`config.mk`:
```
export PLATFORM = sky130hd
export DESIGN_NAME = block_cipher_padding_codec_unit
export DESIGN_NICKNAME = d
export VERILOG_FILES = /design/src/rtl/core/bpc_pkg.sv /design/src/rtl/core/bpc_unpad_check.sv /design/src/rtl/core/block_cipher_padding_codec_unit.sv
export VERILOG_INCLUDE_DIRS = /design/src /design/src/rtl/core
export SDC_FILE = /design/constraint.sdc
export NUM_CORES = 1
export LEC_CHECK = 0
export BUFFER_PORTS_ARGS = -buffer_cell sky130_fd_sc_hd__buf_2
export CAP_MARGIN = 25
export CORE_ASPECT_RATIO = 1.75
export CORE_MARGIN = 8
export CORE_UTILIZATION = 38
export CTS_BUF_LIST = sky130_fd_sc_hd__clkbuf_4
export DETAILED_ROUTE_END_ITERATION = 8
export PLACE_DENSITY = 0.58
export SETUP_SLACK_MARGIN = 0.1
export SYNTH_ARGS = -nofsm -noshare
export SYNTH_HDL_FRONTEND = slang
export SYNTH_HIERARCHICAL = 1
export SYNTH_SLANG_ARGS = --single-unit
```
`constraint.sdc`:
```
create_clock -name i_clk -period 52.8 [get_ports i_clk]
set_input_delay 15.84 -clock i_clk [delete_from_list [all_inputs] [get_ports i_clk]]
set_output_delay 15.84 -clock i_clk [all_outputs]
set_load 0.01 [all_outputs]
```
`src/rtl/core/block_cipher_padding_codec_unit_macros.svh`:
```
// ----------------------------------------------------------------------------
// Block cipher padding codec - assertion macros
// Concurrent assertion shorthands clocked on i_clk, disabled during reset.
// ----------------------------------------------------------------------------
`ifndef BLOCK_CIPHER_PADDING_CODEC_UNIT_MACROS_SVH
`define BLOCK_CIPHER_PADDING_CODEC_UNIT_MACROS_SVH

// Same-cycle implication
`define BPC_ASSERT_IMP(lbl, ante, cons, msg) \
    lbl: assert property (@(posedge i_clk) disable iff (!i_rst_n) (ante) |-> (cons)) \
        else $error(msg);

// Next-cycle implication
`define BPC_ASSERT_NXT(lbl, ante, cons, msg) \
    lbl: assert property (@(posedge i_clk) disable iff (!i_rst_n) (ante) |=> (cons)) \
        else $error(msg);

`endif

```
`src/rtl/core/bpc_pkg.sv`:
```
// ----------------------------------------------------------------------------
// bpc_pkg
// Shared constants, codes and types of the block cipher padding codec.
// ----------------------------------------------------------------------------
`timescale 1ns / 1ps

package bpc_pkg;

    // Block geometry
    localparam int MAX_BLOCK_BYTES = 16;
    localparam int SIZE_LIMIT      = (MAX_BLOCK_BYTES < 16) ? MAX_BLOCK_BYTES : 16;
    localparam int BLK_BYTES       = 16;
    localparam int LEN_W           = 5;
    localparam int IDX_W           = 4;

    // Configuration port
    localparam int CFG_IDX_W  = 3;
    localparam int CFG_DATA_W = 8;

    localparam logic [CFG_IDX_W-1:0] CFG_PAD_MODE       = 3'd0;
    localparam logic [CFG_IDX_W-1:0] CFG_BLOCK_BYTES    = 3'd1;
    localparam logic [CFG_IDX_W-1:0] CFG_REMOVE_PADDING = 3'd2;
    localparam logic [CFG_IDX_W-1:0] CFG_XTS_CIPHER     = 3'd3;

    // Padding modes (codes above PAD_PKCS7 are invalid in pad direction)
    localparam logic [2:0] PAD_NONE    = 3'd0;
    localparam logic [2:0] PAD_ZEROS   = 3'd1;
    localparam logic [2:0] PAD_ISO7816 = 3'd2;
    localparam logic [2:0] PAD_X923    = 3'd3;
    localparam logic [2:0] PAD_PKCS5   = 3'd4;
    localparam logic [2:0] PAD_PKCS7   = 3'd5;

    // Status codes
    localparam logic [1:0] ST_OK      = 2'd0;
    localparam logic [1:0] ST_LEN_ERR = 2'd1;
    localparam logic [1:0] ST_BAD_PAD = 2'd2;
    localparam logic [1:0] ST_MODE    = 2'd3;

    // ISO 7816-4 marker byte
    localparam logic [7:0] ISO_MARK = 8'h80;

    typedef logic [BLK_BYTES-1:0][7:0] t_byte_vec;
    typedef logic [BLK_BYTES-1:0]      t_byte_flags;

    // Result of the padding check in unpad direction
    typedef struct packed {
        logic             ok;
        logic [LEN_W-1:0] len;
    } t_unpad_res;

endpackage

```
`src/rtl/core/bpc_unpad_check.sv`:
```
// ----------------------------------------------------------------------------
// bpc_unpad_check
// Checks ISO 7816-4, X.923 and PKCS padding of a decrypted block and gives
// the recovered plaintext length.
// ----------------------------------------------------------------------------
`timescale 1ns / 1ps

module bpc_unpad_check (
    input  bpc_pkg::t_byte_vec             i_bytes,
    input  bpc_pkg::t_byte_flags           i_nonzero,
    input  bpc_pkg::t_byte_flags           i_is_mark,
    input  logic [7:0]                     i_count,
    input  logic [bpc_pkg::LEN_W-1:0]      i_block_bytes,
    input  logic [2:0]                     i_pad_mode,
    output bpc_pkg::t_unpad_res            o_res
);
    import bpc_pkg::*;

    logic [IDX_W-1:0] w_last_nz;
    logic             w_found;
    logic             w_count_bad;
    logic [LEN_W-1:0] w_pos;
    logic [LEN_W-1:0] w_bs_m1;
    logic             w_bad_x923;
    logic             w_bad_pkcs;

    // Highest nonzero byte inside the block (nonzero flags already masked)
    always_comb begin
        w_last_nz = '0;
        w_found   = 1'b0;
        for (int i = 0; i < BLK_BYTES; i++) begin
            if (i_nonzero[i]) begin
                w_last_nz = IDX_W'(i);
                w_found   = 1'b1;
            end
        end
    end

    // Count byte checks for X.923 and PKCS
    assign w_count_bad = (i_count == 8'd0) || (i_count > {3'd0, i_block_bytes});
    assign w_pos       = i_block_bytes - i_count[LEN_W-1:0];
    assign w_bs_m1     = i_block_bytes - 5'd1;

    always_comb begin
        w_bad_x923 = 1'b0;
        w_bad_pkcs = 1'b0;
        for (int i = 0; i < BLK_BYTES; i++) begin
            if ((LEN_W'(i) >= w_pos) && (LEN_W'(i) < i_block_bytes)) begin
                if ((LEN_W'(i) != w_bs_m1) && (i_bytes[i] != 8'd0)) begin
                    w_bad_x923 = 1'b1;
                end
                if (i_bytes[i] != i_count) begin
                    w_bad_pkcs = 1'b1;
                end
            end
        end
    end

    // Per-mode verdict
    always_comb begin
        case (i_pad_mode)
            PAD_ISO7816: begin
                o_res.ok  = w_found && i_is_mark[w_last_nz];
                o_res.len = {1'b0, w_last_nz};
            end
            PAD_X923: begin
                o_res.ok  = !w_count_bad && !w_bad_x923;
                o_res.len = w_pos;
            end
            default: begin
                o_res.ok  = !w_count_bad && !w_bad_pkcs;
                o_res.len = w_pos;
            end
        endcase
    end

endmodule

```
`src/rtl/core/block_cipher_padding_codec_unit.sv`:
```
// ----------------------------------------------------------------------------
// block_cipher_padding_codec_unit
// Final-block padding and padding check for a block cipher datapath.
// ----------------------------------------------------------------------------
// Usage:
//   Configuration channel (i_cfg_valid / o_cfg_ready, index, data) sets
//   pad_mode (0), block_bytes (1), remove_padding (2) and xts_cipher (3).
//   Write it only while no block is in flight; o_cfg_ready is always high.
//   Input channel (i_in_valid / o_in_ready) carries a 16-byte block as two
//   64-bit words plus the count of leading data bytes. Output channel
//   (o_out_valid / i_out_ready) returns the padded or unchanged block, the
//   padded or recovered length and a status code, one result per block.
//   From input transfer to o_out_valid a block passes four register stages:
//   capture, byte decode, padding build and check, result select.
//   One block per cycle while i_out_ready is high; each stage holds one block.
//   Reset clears the stage valid bits and loads the register defaults
//   (no padding, 16-byte block, pad direction, no XTS).
//   When the receiver stalls, each stage holds until the one after it frees
//   up; o_in_ready drops only once all four stages are full.
// ----------------------------------------------------------------------------
`timescale 1ns / 1ps

module block_cipher_padding_codec_unit (
    input  logic                              i_clk,
    input  logic                              i_rst_n,
    // configuration
    input  logic                              i_cfg_valid,
    output logic                              o_cfg_ready,
    input  logic [bpc_pkg::CFG_IDX_W-1:0]     i_cfg_index,
    input  logic [bpc_pkg::CFG_DATA_W-1:0]    i_cfg_data,
    // input blocks
    input  logic                              i_in_valid,
    output logic                              o_in_ready,
    input  logic [63:0]                       i_block_high,
    input  logic [63:0]                       i_block_low,
    input  logic [bpc_pkg::LEN_W-1:0]         i_valid_bytes,
    // results
    output logic                              o_out_valid,
    input  logic                              i_out_ready,
    output logic [63:0]                       o_result_high,
    output logic [63:0]                       o_result_low,
    output logic [bpc_pkg::LEN_W-1:0]         o_result_length,
    output logic [1:0]                        o_status
);
    import bpc_pkg::*;

    `include "block_cipher_padding_codec_unit_macros.svh"

    // Configuration registers
    logic [2:0]       r_pad_mode;
    logic [LEN_W-1:0] r_block_bytes;
    logic             r_remove_padding;
    logic             r_xts_cipher;

    assign o_cfg_ready = 1'b1;

    always_ff @(posedge i_clk) begin
        if (!i_rst_n) begin
            r_pad_mode       <= PAD_NONE;
            r_block_bytes    <= LEN_W'(BLK_BYTES);
            r_remove_padding <= 1'b0;
            r_xts_cipher     <= 1'b0;
        end else if (i_cfg_valid) begin
            case (i_cfg_index)
                CFG_PAD_MODE:       r_pad_mode       <= i_cfg_data[2:0];
                CFG_BLOCK_BYTES:    r_block_bytes    <= i_cfg_data[LEN_W-1:0];
                CFG_REMOVE_PADDING: r_remove_padding <= i_cfg_data[0];
                CFG_XTS_CIPHER:     r_xts_cipher     <= i_cfg_data[0];
                default: ;
            endcase
        end
    end

    // Stage handshake: a stage moves when it is empty or the next one moves
    logic w_rdy1, w_rdy2, w_rdy3, w_rdy4;
    logic r1_v, r2_v, r3_v, r4_v;

    assign w_rdy4     = !r4_v || i_out_ready;
    assign w_rdy3     = !r3_v || w_rdy4;
    assign w_rdy2     = !r2_v || w_rdy3;
    assign w_rdy1     = !r1_v || w_rdy2;
    assign o_in_ready = w_rdy1;

    always_ff @(posedge i_clk) begin
        if (!i_rst_n) begin
            r1_v <= 1'b0;
            r2_v <= 1'b0;
            r3_v <= 1'b0;
            r4_v <= 1'b0;
        end else begin
            if (w_rdy1) r1_v <= i_in_valid;
            if (w_rdy2) r2_v <= r1_v;
            if (w_rdy3) r3_v <= r2_v;
            if (w_rdy4) r4_v <= r3_v;
        end
    end

    // ---------------- stage 1: capture ----------------
    t_byte_vec        n1_b;
    t_byte_vec        r1_b;
    logic [LEN_W-1:0] r1_vb;

    always_comb begin
        for (int i = 0; i < 8; i++) begin
            n1_b[i]     = i_block_high[63 - 8*i -: 8];
            n1_b[i + 8] = i_block_low[63 - 8*i -: 8];
        end
    end

    always_ff @(posedge i_clk) begin
        if (i_in_valid && w_rdy1) begin
            r1_b  <= n1_b;
            r1_vb <= i_valid_bytes;
        end
    end

    // ---------------- stage 2: byte decode ----------------
    logic             n2_err_mode;
    logic             n2_err_len;
    logic [LEN_W-1:0] n2_bs_m1;
    t_byte_flags      n2_nz;
    t_byte_flags      n2_mark;
    t_byte_flags      n2_pmask;
    logic [LEN_W-1:0] n2_plen;

    t_byte_vec        r2_b;
    logic [LEN_W-1:0] r2_vb;
    logic [7:0]       r2_n;
    logic             r2_err_mode;
    logic             r2_err_len;
    t_byte_flags      r2_nz;
    t_byte_flags      r2_mark;
    t_byte_flags      r2_pmask;
    logic [LEN_W-1:0] r2_plen;

    assign n2_err_mode = !r_remove_padding && (r_pad_mode > PAD_PKCS7);
    assign n2_err_len  = (r_block_bytes == '0) || (r_block_bytes > LEN_W'(SIZE_LIMIT))
                         || (r1_vb > r_block_bytes);
    assign n2_bs_m1    = r_block_bytes - 5'd1;
    assign n2_plen     = r_block_bytes - r1_vb;

    always_comb begin
        for (int i = 0; i < BLK_BYTES; i++) begin
            n2_nz[i]    = (r1_b[i] != 8'd0) && (LEN_W'(i) < r_block_bytes);
            n2_mark[i]  = (r1_b[i] == ISO_MARK);
            n2_pmask[i] = (LEN_W'(i) >= r1_vb) && (LEN_W'(i) < r_block_bytes);
        end
    end

    always_ff @(posedge i_clk) begin
        if (r1_v && w_rdy2) begin
            r2_b        <= r1_b;
            r2_vb       <= r1_vb;
            r2_n        <= r1_b[n2_bs_m1[IDX_W-1:0]];
            r2_err_mode <= n2_err_mode;
            r2_err_len  <= n2_err_len;
            r2_nz       <= n2_nz;
            r2_mark     <= n2_mark;
            r2_pmask    <= n2_pmask;
            r2_plen     <= n2_plen;
        end
    end

    // ---------------- stage 3: pad build and padding check ----------------
    t_byte_vec        n3_pblk;
    logic [LEN_W-1:0] n3_bs_m1;
    t_unpad_res       n3_unpad;
    logic             n3_full_err;
    logic             n3_part_err;

    t_byte_vec        r3_b;
    t_byte_vec        r3_pblk;
    logic [LEN_W-1:0] r3_vb;
    t_unpad_res       r3_unpad;
    logic             r3_err_mode;
    logic             r3_err_len;
    logic             r3_full_err;
    logic             r3_part_err;

    assign n3_bs_m1 = r_block_bytes - 5'd1;

    // Tail fill for the pad direction
    always_comb begin
        for (int i = 0; i < BLK_BYTES; i++) begin
            n3_pblk[i] = r2_b[i];
            if (r2_pmask[i]) begin
                case (r_pad_mode)
                    PAD_PKCS5, PAD_PKCS7: n3_pblk[i] = {3'd0, r2_plen};
                    PAD_ISO7816: n3_pblk[i] = (LEN_W'(i) == r2_vb) ? ISO_MARK : 8'd0;
                    PAD_X923: n3_pblk[i] = (LEN_W'(i) == n3_bs_m1) ? {3'd0, r2_plen} : 8'd0;
                    default:  n3_pblk[i] = 8'd0;
                endcase
            end
        end
    end

    bpc_unpad_check u_unpad_check (
        .i_bytes       (r2_b),
        .i_nonzero     (r2_nz),
        .i_is_mark     (r2_mark),
        .i_count       (r2_n),
        .i_block_bytes (r_block_bytes),
        .i_pad_mode    (r_pad_mode),
        .o_res         (n3_unpad)
    );

    assign n3_full_err = (r_pad_mode != PAD_NONE) && (r2_vb >= r_block_bytes);
    assign n3_part_err = (r_pad_mode == PAD_NONE) && (r2_vb != '0)
                         && (r2_vb != r_block_bytes) && !r_xts_cipher;

    always_ff @(posedge i_clk) begin
        if (r2_v && w_rdy3) begin
            r3_b        <= r2_b;
            r3_pblk     <= n3_pblk;
            r3_vb       <= r2_vb;
            r3_unpad    <= n3_unpad;
            r3_err_mode <= r2_err_mode;
            r3_err_len  <= r2_err_len;
            r3_full_err <= n3_full_err;
            r3_part_err <= n3_part_err;
        end
    end

    // ---------------- stage 4: result select ----------------
    t_byte_vec        n4_blk;
    logic [LEN_W-1:0] n4_len;
    logic [1:0]       n4_st;

    t_byte_vec        r4_blk;
    logic [LEN_W-1:0] r4_len;
    logic [1:0]       r4_st;

    always_comb begin
        n4_blk = r3_b;
        n4_len = r3_vb;
        n4_st  = ST_OK;
        if (r3_err_mode) begin
            n4_st = ST_MODE;
        end else if (r3_err_len) begin
            n4_st = ST_LEN_ERR;
        end else if (!r_remove_padding) begin
            if (r_pad_mode == PAD_NONE) begin
                n4_st = r3_part_err ? ST_LEN_ERR : ST_OK;
            end else if (r3_full_err) begin
                n4_st = ST_LEN_ERR;
            end else begin
                n4_blk = r3_pblk;
                n4_len = r_block_bytes;
            end
        end else if (r_pad_mode inside {[PAD_ISO7816:PAD_PKCS7]}) begin
            if (r3_unpad.ok) begin
                n4_len = r3_unpad.len;
            end else begin
                n4_st  = ST_BAD_PAD;
                n4_len = '0;
            end
        end
    end

    always_ff @(posedge i_clk) begin
        if (r3_v && w_rdy4) begin
            r4_blk <= n4_blk;
            r4_len <= n4_len;
            r4_st  <= n4_st;
        end
    end

    // Output packing
    always_comb begin
        for (int i = 0; i < 8; i++) begin
            o_result_high[63 - 8*i -: 8] = r4_blk[i];
            o_result_low[63 - 8*i -: 8]  = r4_blk[i + 8];
        end
    end

    assign o_out_valid     = r4_v;
    assign o_result_length = r4_len;
    assign o_status        = r4_st;

    // Checks
    `BPC_ASSERT_NXT(a_capture, i_in_valid && o_in_ready, r1_v, "accepted block not captured")
    `BPC_ASSERT_IMP(a_full_stall, r1_v && r2_v && r3_v && r4_v && !i_out_ready, !o_in_ready, "input taken with all stages full")
    `BPC_ASSERT_IMP(a_bad_len, o_out_valid && (o_status == ST_BAD_PAD), o_result_length == '0, "bad padding with nonzero length")

endmodule
```
==> After elaboration in Yosys (flattened, before gate mapping) <==
Index checks and enable logic that the tools add are counted.
{ "totals": {"elab_cells": 575, "register_bits": 749, "in_bits": 149, "out_inout_bits": 138} }
{ "classes": {"add_sub_neg": 3, "eq_ne": 85, "magnitude_cmp": 57, "n_mux": 183, "reduce_logical": 140} }
{ "ops": {"columns": ["cell", "count"], "rows": [
  ["128-bit 2-to-1 mux", 5],
  ["8-bit one-hot mux with 3 select lines", 16],
  ["8-bit 2-to-1 mux", 33],
  ["8-bit nonzero test", 32],
  ["8-bit == test, second input constant", 16],
  ["8-bit != test", 16],
  ["5-bit 2-to-1 mux", 23],
  ["1-bit 2-to-1 mux", 85],
  ["4-bit by 5-bit == test with 1-bit output, first input constant", 16],
  ["4-bit by 5-bit greater-or-equal comparator with 1-bit output, first input constant", 16],
  ["1-bit logical AND", 77],
  ["3-bit by 5-bit == test with 1-bit output, first input constant", 8],
  ["3-bit by 5-bit greater-or-equal comparator with 1-bit output, first input constant", 8],
  ["4-bit by 5-bit < comparator with 1-bit output, first input constant", 8],
  ["4-bit by 5-bit != test with 1-bit output, first input constant", 8],
  ["8-bit binary-select mux with 4-bit select", 1],
  ["4-bit 2-to-1 mux", 8],
  ["2-bit by 5-bit == test with 1-bit output, first input constant", 4],
  ["1-bit by 5-bit greater-or-equal comparator with 1-bit output, first input constant", 4],
  ["2-bit by 5-bit greater-or-equal comparator with 1-bit output, first input constant", 4],
  ["3-bit by 5-bit < comparator with 1-bit output, first input constant", 4],
  ["3-bit by 5-bit != test with 1-bit output, first input constant", 4],
  ["5-bit zero test", 3],
  ["3-bit by 2-bit == test with 1-bit output, second input constant", 4],
  ["other kinds (30)", 65]
]} }

==> Logic depth before layout (Yosys ltp) <==
Gate-level depths: netlist (run 1).
{ "depth": {"word_depth": 38, "ltp_mapped": 13, "depth_no_buf": 10} }

==> Hierarchy <==
The synthesis (run 1) kept the hierarchy.
{ "modules_own_cells": {"columns": ["module", "area_each_um2", "seq_area_each_um2", "instances", "cells_per_inst"], "rows": [
  ["block_cipher_padding_codec_unit", 28521.1, 22351.4, 1, 1622],
  ["bpc_unpad_check", 3140.5, 0.0, 1, 442]
]} }

==> Worst setup path after synthesis (run 1) <==
No wires, ideal clock.
{ "synth_path": {"path_kind": "input port to output port", "start": "input i_out_ready", "end": "output o_in_ready", "path_stages": 3, "required_ns": 36.960, "n_path_buf": 0, "arrival_ns": 16.403, "path_slack_ns": 20.557, "cell_sequence": "nor2b_1 > and2_0 > nand3_1"} }
{ "synth_between": {"elab_chain_cells": 4} }
{ "synth_rtl": {"columns": ["item", "line", "rtl"], "rows": [
  ["start: declaration", "block_cipher_padding_codec_unit.sv:39", "input logic i_out_ready,"],
  ["1-bit logical OR", "block_cipher_padding_codec_unit.sv:78", "assign w_rdy4 = !r4_v || i_out_ready;"],
  ["1-bit logical OR", "block_cipher_padding_codec_unit.sv:79", "assign w_rdy3 = !r3_v || w_rdy4;"],
  ["1-bit logical OR", "block_cipher_padding_codec_unit.sv:80", "assign w_rdy2 = !r2_v || w_rdy3;"],
  ["1-bit logical OR", "block_cipher_padding_codec_unit.sv:81", "assign w_rdy1 = !r1_v || w_rdy2;"],
  ["end: declaration", "block_cipher_padding_codec_unit.sv:33", "output logic o_in_ready,"]
]} }
No other way between the ends.

==> Worst setup path after layout (run 1) <==
Same ends and word-level chain as after synthesis.

==> results of run 1 <==
==> placed cells by master (no fill, tap or decap), drive strengths merged, types with 23 or more instances in the layout <==
cell type  Yosys  final
nand4         23     23
inv           59     63
a21oi         39     39
edfxtp       735    735
nor3          26     26
xor2          90     90
ha            24     24
o21ai        196    196
clkinv         1     63
mux2         129    129
nor4          75     75
buf           47    330
nand3         36     36
xnor2         44     44
nor2b         56     56
nand2        123    123
clkbuf        47    238
nor2          64     64
mux4          39     39
==> final cells by class <==
type,count,area [um^2]
Clock inverter,77,529
Tap cell,1065,1330
Sequential cell,749,22400
Clock buffer,238,1790
Inverter,60,225
Timing Repair Buffer,330,1830
Fill cell,7510,46100
Multi-Input combinational cell,1161,8700
Antenna cell,4,10.0
==> registers in the layout, summed over array words and instances, names as in the netlist, 6 cells and up <==
name	flops
r3_unpad	6
r2_pmask	16
r2_nz	16
o_result_low	64
r3_b	128
o_result_high	64
r1_b	128
r2_mark	16
r2_b	128
r2_n	8
r3_pblk	128
==> per-stage QoR <==
step / power, W / util (%) / instances
after floorplan: 0.000750 / - / 2064
after global placement: 0.000784 / 41.4 / 3359
after detailed placement: 0.000786 / 41.5 / 3362
after CTS: 0.00127 / 44.3 / 3677
after global routing: 0.00131 / 44.4 / 3682
final: 0.00126 / 44.4 / 3684
==> synthesized netlist by cell type (all sizes together) (8+ instances only) <==
| master | n | share of area, % |
|---|---|---|
| o21ai | 196 | 3.1 |
| nand2 | 123 | 1.5 |
| inv | 59 | 0.70 |
| nand4 | 23 | 0.45 |
| nor2b | 56 | 1.1 |
| xnor2 | 44 | 1.2 |
| nor2 | 64 | 0.77 |
| xor2 | 90 | 2.5 |
| a22oi | 9 | 0.21 |
| and3 | 17 | 0.34 |
| nand3 | 36 | 0.63 |
| ha | 24 | 0.95 |
| clkbuf | 47 | 0.57 |
| nand2b | 8 | 0.16 |
| mux4 | 39 | 2.8 |
| dfxtp | 14 | 0.89 |
| nor4 | 75 | 1.5 |
| mux2 | 129 | 4.6 |
| a31oi | 19 | 0.38 |
| o311ai | 8 | 0.22 |
| o21a | 8 | 0.19 |
| mux2i | 17 | 0.54 |
| nor3 | 26 | 0.46 |
| edfxtp | 735 | 70 |
| buf | 47 | 0.83 |
| a21oi | 39 | 0.62 |
==> worst max path at each step <==
| stage | startpoint | end | slack [ns] |
|---|---|---|---|
| final | i_out_ready | o_in_ready | 19.89 |
| after global routing | i_out_ready | o_in_ready | 19.76 |
| after detailed placement | i_out_ready | o_in_ready | 19.87 |
| after CTS | i_out_ready | o_in_ready | 19.86 |
| after floorplan | i_out_ready | o_in_ready | 20.56 |
| after global placement | i_out_ready | o_in_ready | 19.89 |
==> layer usage <==
| layer | global-route usage (%) | wire length [um] |
|---|---|---|
| met1 | 25.7 | 39100 |
| met2 | 37.2 | 51900 |
| met3 | 5.32 | 7920 |
| met4 | 12.6 | 5460 |
| met5 | 0 | 56 |
==> power by group <==
part	leakage [nW]	internal (W)	switching, W
clock network	1.34	0.000250	0.000235
registers	6.99	0.000674	0.0000232
logic	4.47	0.0000278	0.0000504
==> cell families (layout without fill, tap and decap cells) <==
kind of cell	count (synthesis)	in the layout	share of synthesized area (%)
buffers and inverters	154	705	2.10
adder cells (fa/ha/maj)	26	26	1.07
AO/OA/AOI/OAI	347	347	6.62
AND/OR/NAND/NOR	468	468	7.94
multiplexers	185	185	7.92
flip-flops	749	749	70.6
other	1	5	0.0118
XOR/XNOR	134	134	3.73
==> flow_metrics.tcl, run 1 <==
set metrics [dict create \
    grt_max_degree 89 \
    ant_nets 0 \
    numCtsBuffers 177 \
    grt_overflow 0 \
    hold-path-endpoint "r3_err_mode" \
    final.min_clock_period_ns 32.91 \
    setup_viol 0 \
    yosysWarnings 6 \
    critPathLaunchType "input pin" \
    clk_pin_slew_worst_paths_ns 0.06 \
    syn_area_per_cell_um2 15.3 \
    hold_depth 0 \
    first_pass_iters 6 \
    worst-path-max-fanout 6 \
    crit_family "simple AND/OR/NAND/NOR gates" \
    slew_violations 0 \
    wire_per_inst_um 28.3 \
    rsz0062_at_grt "no" \
    hold_viol 0 \
    rows 140 \
    p_leak_nw 12.8 \
    dp_hpwl_um 75000 \
    max_clock_freq_ghz 0.0304 \
    worst-r2r-setup-slack_ns 48.23 \
    drc_errors 0 \
    final.setup.tns_ns 0 \
    place_congestion 0.958 \
    min-delay-start "r2_err_mode" \
    htree_levels 4 \
    max_cap_viol_count 0 \
    ir_drop_v 0.0000214 \
    hold_ws_ns 0.433 \
    nets 2654 \
    crit_arrival_ns 17.07 \
    numPortBuffers 282 \
    drt-vias-per-instance 5.57 \
    cts_tree "done" \
    area_delta_synth_final_pct 16.1 \
    coreArea_mm2 0.0829 \
    critPathRequiredTime_ns 36.96 \
    fin_crit_sh_pct 62.3 \
    status "finished, final reports clean" \
    critical_path_depth 5 \
    synthArstFlopShare_pct 0 \
    cts_resized 0 \
    path_cells "buf_2, nor2b_1, and2_0, nand3_1, buf_2" \
    cts_root_buffer "clkbuf_4" \
    synth_cells 2064 \
    rr_endpoint "r3_unpad[5]" \
    cpMaxStageDelayCell "and2_0" \
    ctsHoldBuffers 0 \
    dpl_cell_area_mm2 0.0344 \
    drive_above_1_share_pct 30.1 \
    synth_flop_cell "edfxtp_1" \
    ys_seq_area_share_pct 70.6 \
    drt-total-wl_um 104000 \
    relSlewSlack_pct 20.0 \
    fp.dieArea_mm2 0.0932 \
    cts.sinks 749 \
    clock_skew_ns 0.0852 \
    p_per_area_mw_per_mm2 34.3 \
    cp.buffers_inverters 2 \
    clock_latency_ns 1.14 \
    syn_nets 2239 \
    antenna_found_initial 4 \
    setup_slack_ns 19.89 \
    synth_seq_cells 749 \
    hold_class "register to register" \
    boundaryPins 287 \
    dp_slack_ns 19.87 \
    ff2ff_path_depth 8 \
    start_util_pct 38.2 \
    cts_buffer_depth 3 \
    die_y_um 398 \
    die_x_um 234 \
    tightestPinTransition_ns 1.20 \
    r2r-start "r_block_bytes[0]" \
    drt-initial-drc-count 1957 \
    grt_pass1_vias 21272 \
    synth_cell_types 87 \
    setup.worst_path.class "input pin to primary output" \
    cpPeakStageDelay_ns 0.54 \
    postLayoutCellArea_mm2 0.0368 \
    synth-edff-count 735 \
    grtUsageTotal_pct 22.1 \
    cp_common_cell "buf_2" \
    grt_pass1_wl_um 147000 \
    critPathCaptureType "primary output" \
    routed-via-count 20517 \
    post_cts_buffers 0 \
    synth_area_mm2 0.0317 \
]
No activity file was read; power rests on OpenSTA's default activity.
==> run 2: changes to the inputs <==
Clock period 52.8 ns to 30.9 ns, I/O delays scaled along.
==> flow_metrics.tcl, run 2 (synthesis results as in run 1) <==
set metrics [dict create \
    clock_skew_ns 0.0662 \
    wire_per_inst_um 28.2 \
    cts.sinks 749 \
    p_leak_nw 12.8 \
    relSlewSlack_pct 17.2 \
    routed-via-count 20214 \
    cts_root_buffer "clkbuf_4" \
    hold_viol 0 \
    die_y_um 398 \
    antenna_found_initial 4 \
    crit_arrival_ns 10.50 \
    most-common-layout-cells "735 x edfxtp_1, 283 x buf_2, 253 x clkbuf_4" \
    htree_levels 4 \
    grt_pass1_vias 21094 \
    drt-total-wl_um 104000 \
    area_delta_synth_final_pct 16.0 \
    fin_crit_sh_pct 64.0 \
    worst-r2r-setup-slack_ns 26.39 \
    nFillCells 7479 \
    numPortBuffers 282 \
    critPathRequiredTime_ns 21.63 \
    max_clock_freq_ghz 0.0506 \
    start_util_pct 38.2 \
    place_congestion 0.934 \
    hold_ws_ns 0.427 \
    max_cap_viol_count 0 \
    clk_pin_slew_worst_paths_ns 0.06 \
    setup_viol 0 \
    clock_latency_ns 1.10 \
    dp_hpwl_um 74000 \
    cts_buffer_depth 3 \
    ctsHoldBuffers 0 \
    boundaryPins 287 \
    drc_errors 0 \
    slew_violations 0 \
    routed-wl-met2_um 51800 \
    final.setup.tns_ns 0 \
    maxUsedRoutingLayer "met5" \
    cts_tree "done" \
    setup.worst_path.class "input pin to primary output" \
    rows 140 \
    nets 2646 \
    fp.dieArea_mm2 0.0932 \
    p_total_w 0.00216 \
    cts_resized 0 \
    critPathLaunchType "input pin" \
    worst-path-max-fanout 6 \
    wl_met1_um 38900 \
    status "finished, final reports clean" \
    coreArea_mm2 0.0829 \
    rsz0062_at_grt "no" \
    grt_overflow 0 \
    critPathCaptureType "primary output" \
    drt-vias-per-instance 5.49 \
    die_x_um 234 \
    p_per_area_mw_per_mm2 58.7 \
    final.min_clock_period_ns 19.77 \
    layout_commonest_cell "edfxtp_1" \
    drive_above_1_share_pct 30.5 \
    hold_class "register to register" \
    ant_nets 0 \
    wl_met3_um 7400 \
    numCtsBuffers 175 \
    grtUsageTotal_pct 22.0 \
    drt-initial-drc-count 1724 \
    utilization_pct 44.3 \
    first_pass_iters 6 \
    tightestPinTransition_ns 1.24 \
    post_cts_buffers 0 \
    grt_pass1_wl_um 146000 \
    grt_max_degree 196 \
    ir_drop_v 0.0000323 \
]
run 2: cell types whose count changed in the layout (fill, tap and decap cells not counted), moves of 2 or more:
cell,before,now
buf_4,44,38
clkinv_2,7,4
clkinvlp_4,3,5
clkinv_1,55,41
clkbuf_4,238,253
diode_2,4,7
run 2: worst paths after layout:
kind / start / cells past startpoint / endpoint
worst max-delay path: i_out_ready / 5 / o_in_ready
worst min-delay path: r2_err_mode / 0 / r3_err_mode
worst max register to register: r_block_bytes[0] / 8 / r3_unpad[5]
worst min register to register: r2_err_mode / 0 / r3_err_mode
run 2: where the power goes:
part           switching [W]  internal, W
sequential         0.0000396      0.00115
clock               0.000398     0.000436
combinational      0.0000851    0.0000466
total               0.000522      0.00163
run 2: layout make-up:
cell class	count	area, um^2	share of cell area (%)
clock buffers	253	1900	5.17
repair buffers	324	1770	4.82
well taps	1065	1330	3.63
flip-flops and latches	749	22400	60.8
diodes	7	17.5	0.0477
clock inverters	61	447	1.22
inverters	60	225	0.613
multi-input cells	1161	8700	23.7
run 2: through the flow:
stage / std cells / area (um^2) / setup slack (ns)
6_report: 3680 / 36700 / 11.13
3_5_place_dp: 3357 / 34300 / 11.12
5_1_grt: 3678 / 36700 / 11.04
2_1_floorplan: 2064 / 31700 / 6.17
3_3_place_gp: 3356 / 34300 / 11.12
4_1_cts: 3671 / 36700 / 11.12
run 2: metal layers:
metal / vias up / track usage [%]
met5: - / 0
met4: 2 / 12.1
met3: 249 / 5.56
met2: 969 / 37.0
met1: 10079 / 25.4
li1: 8915 / -
run 2: worst max-delay path: stages:
cell,delay (ns)
buf_2,0.10
nor2b_1,0.25
and2_0,0.54
nand3_1,0.16
buf_2,0.17
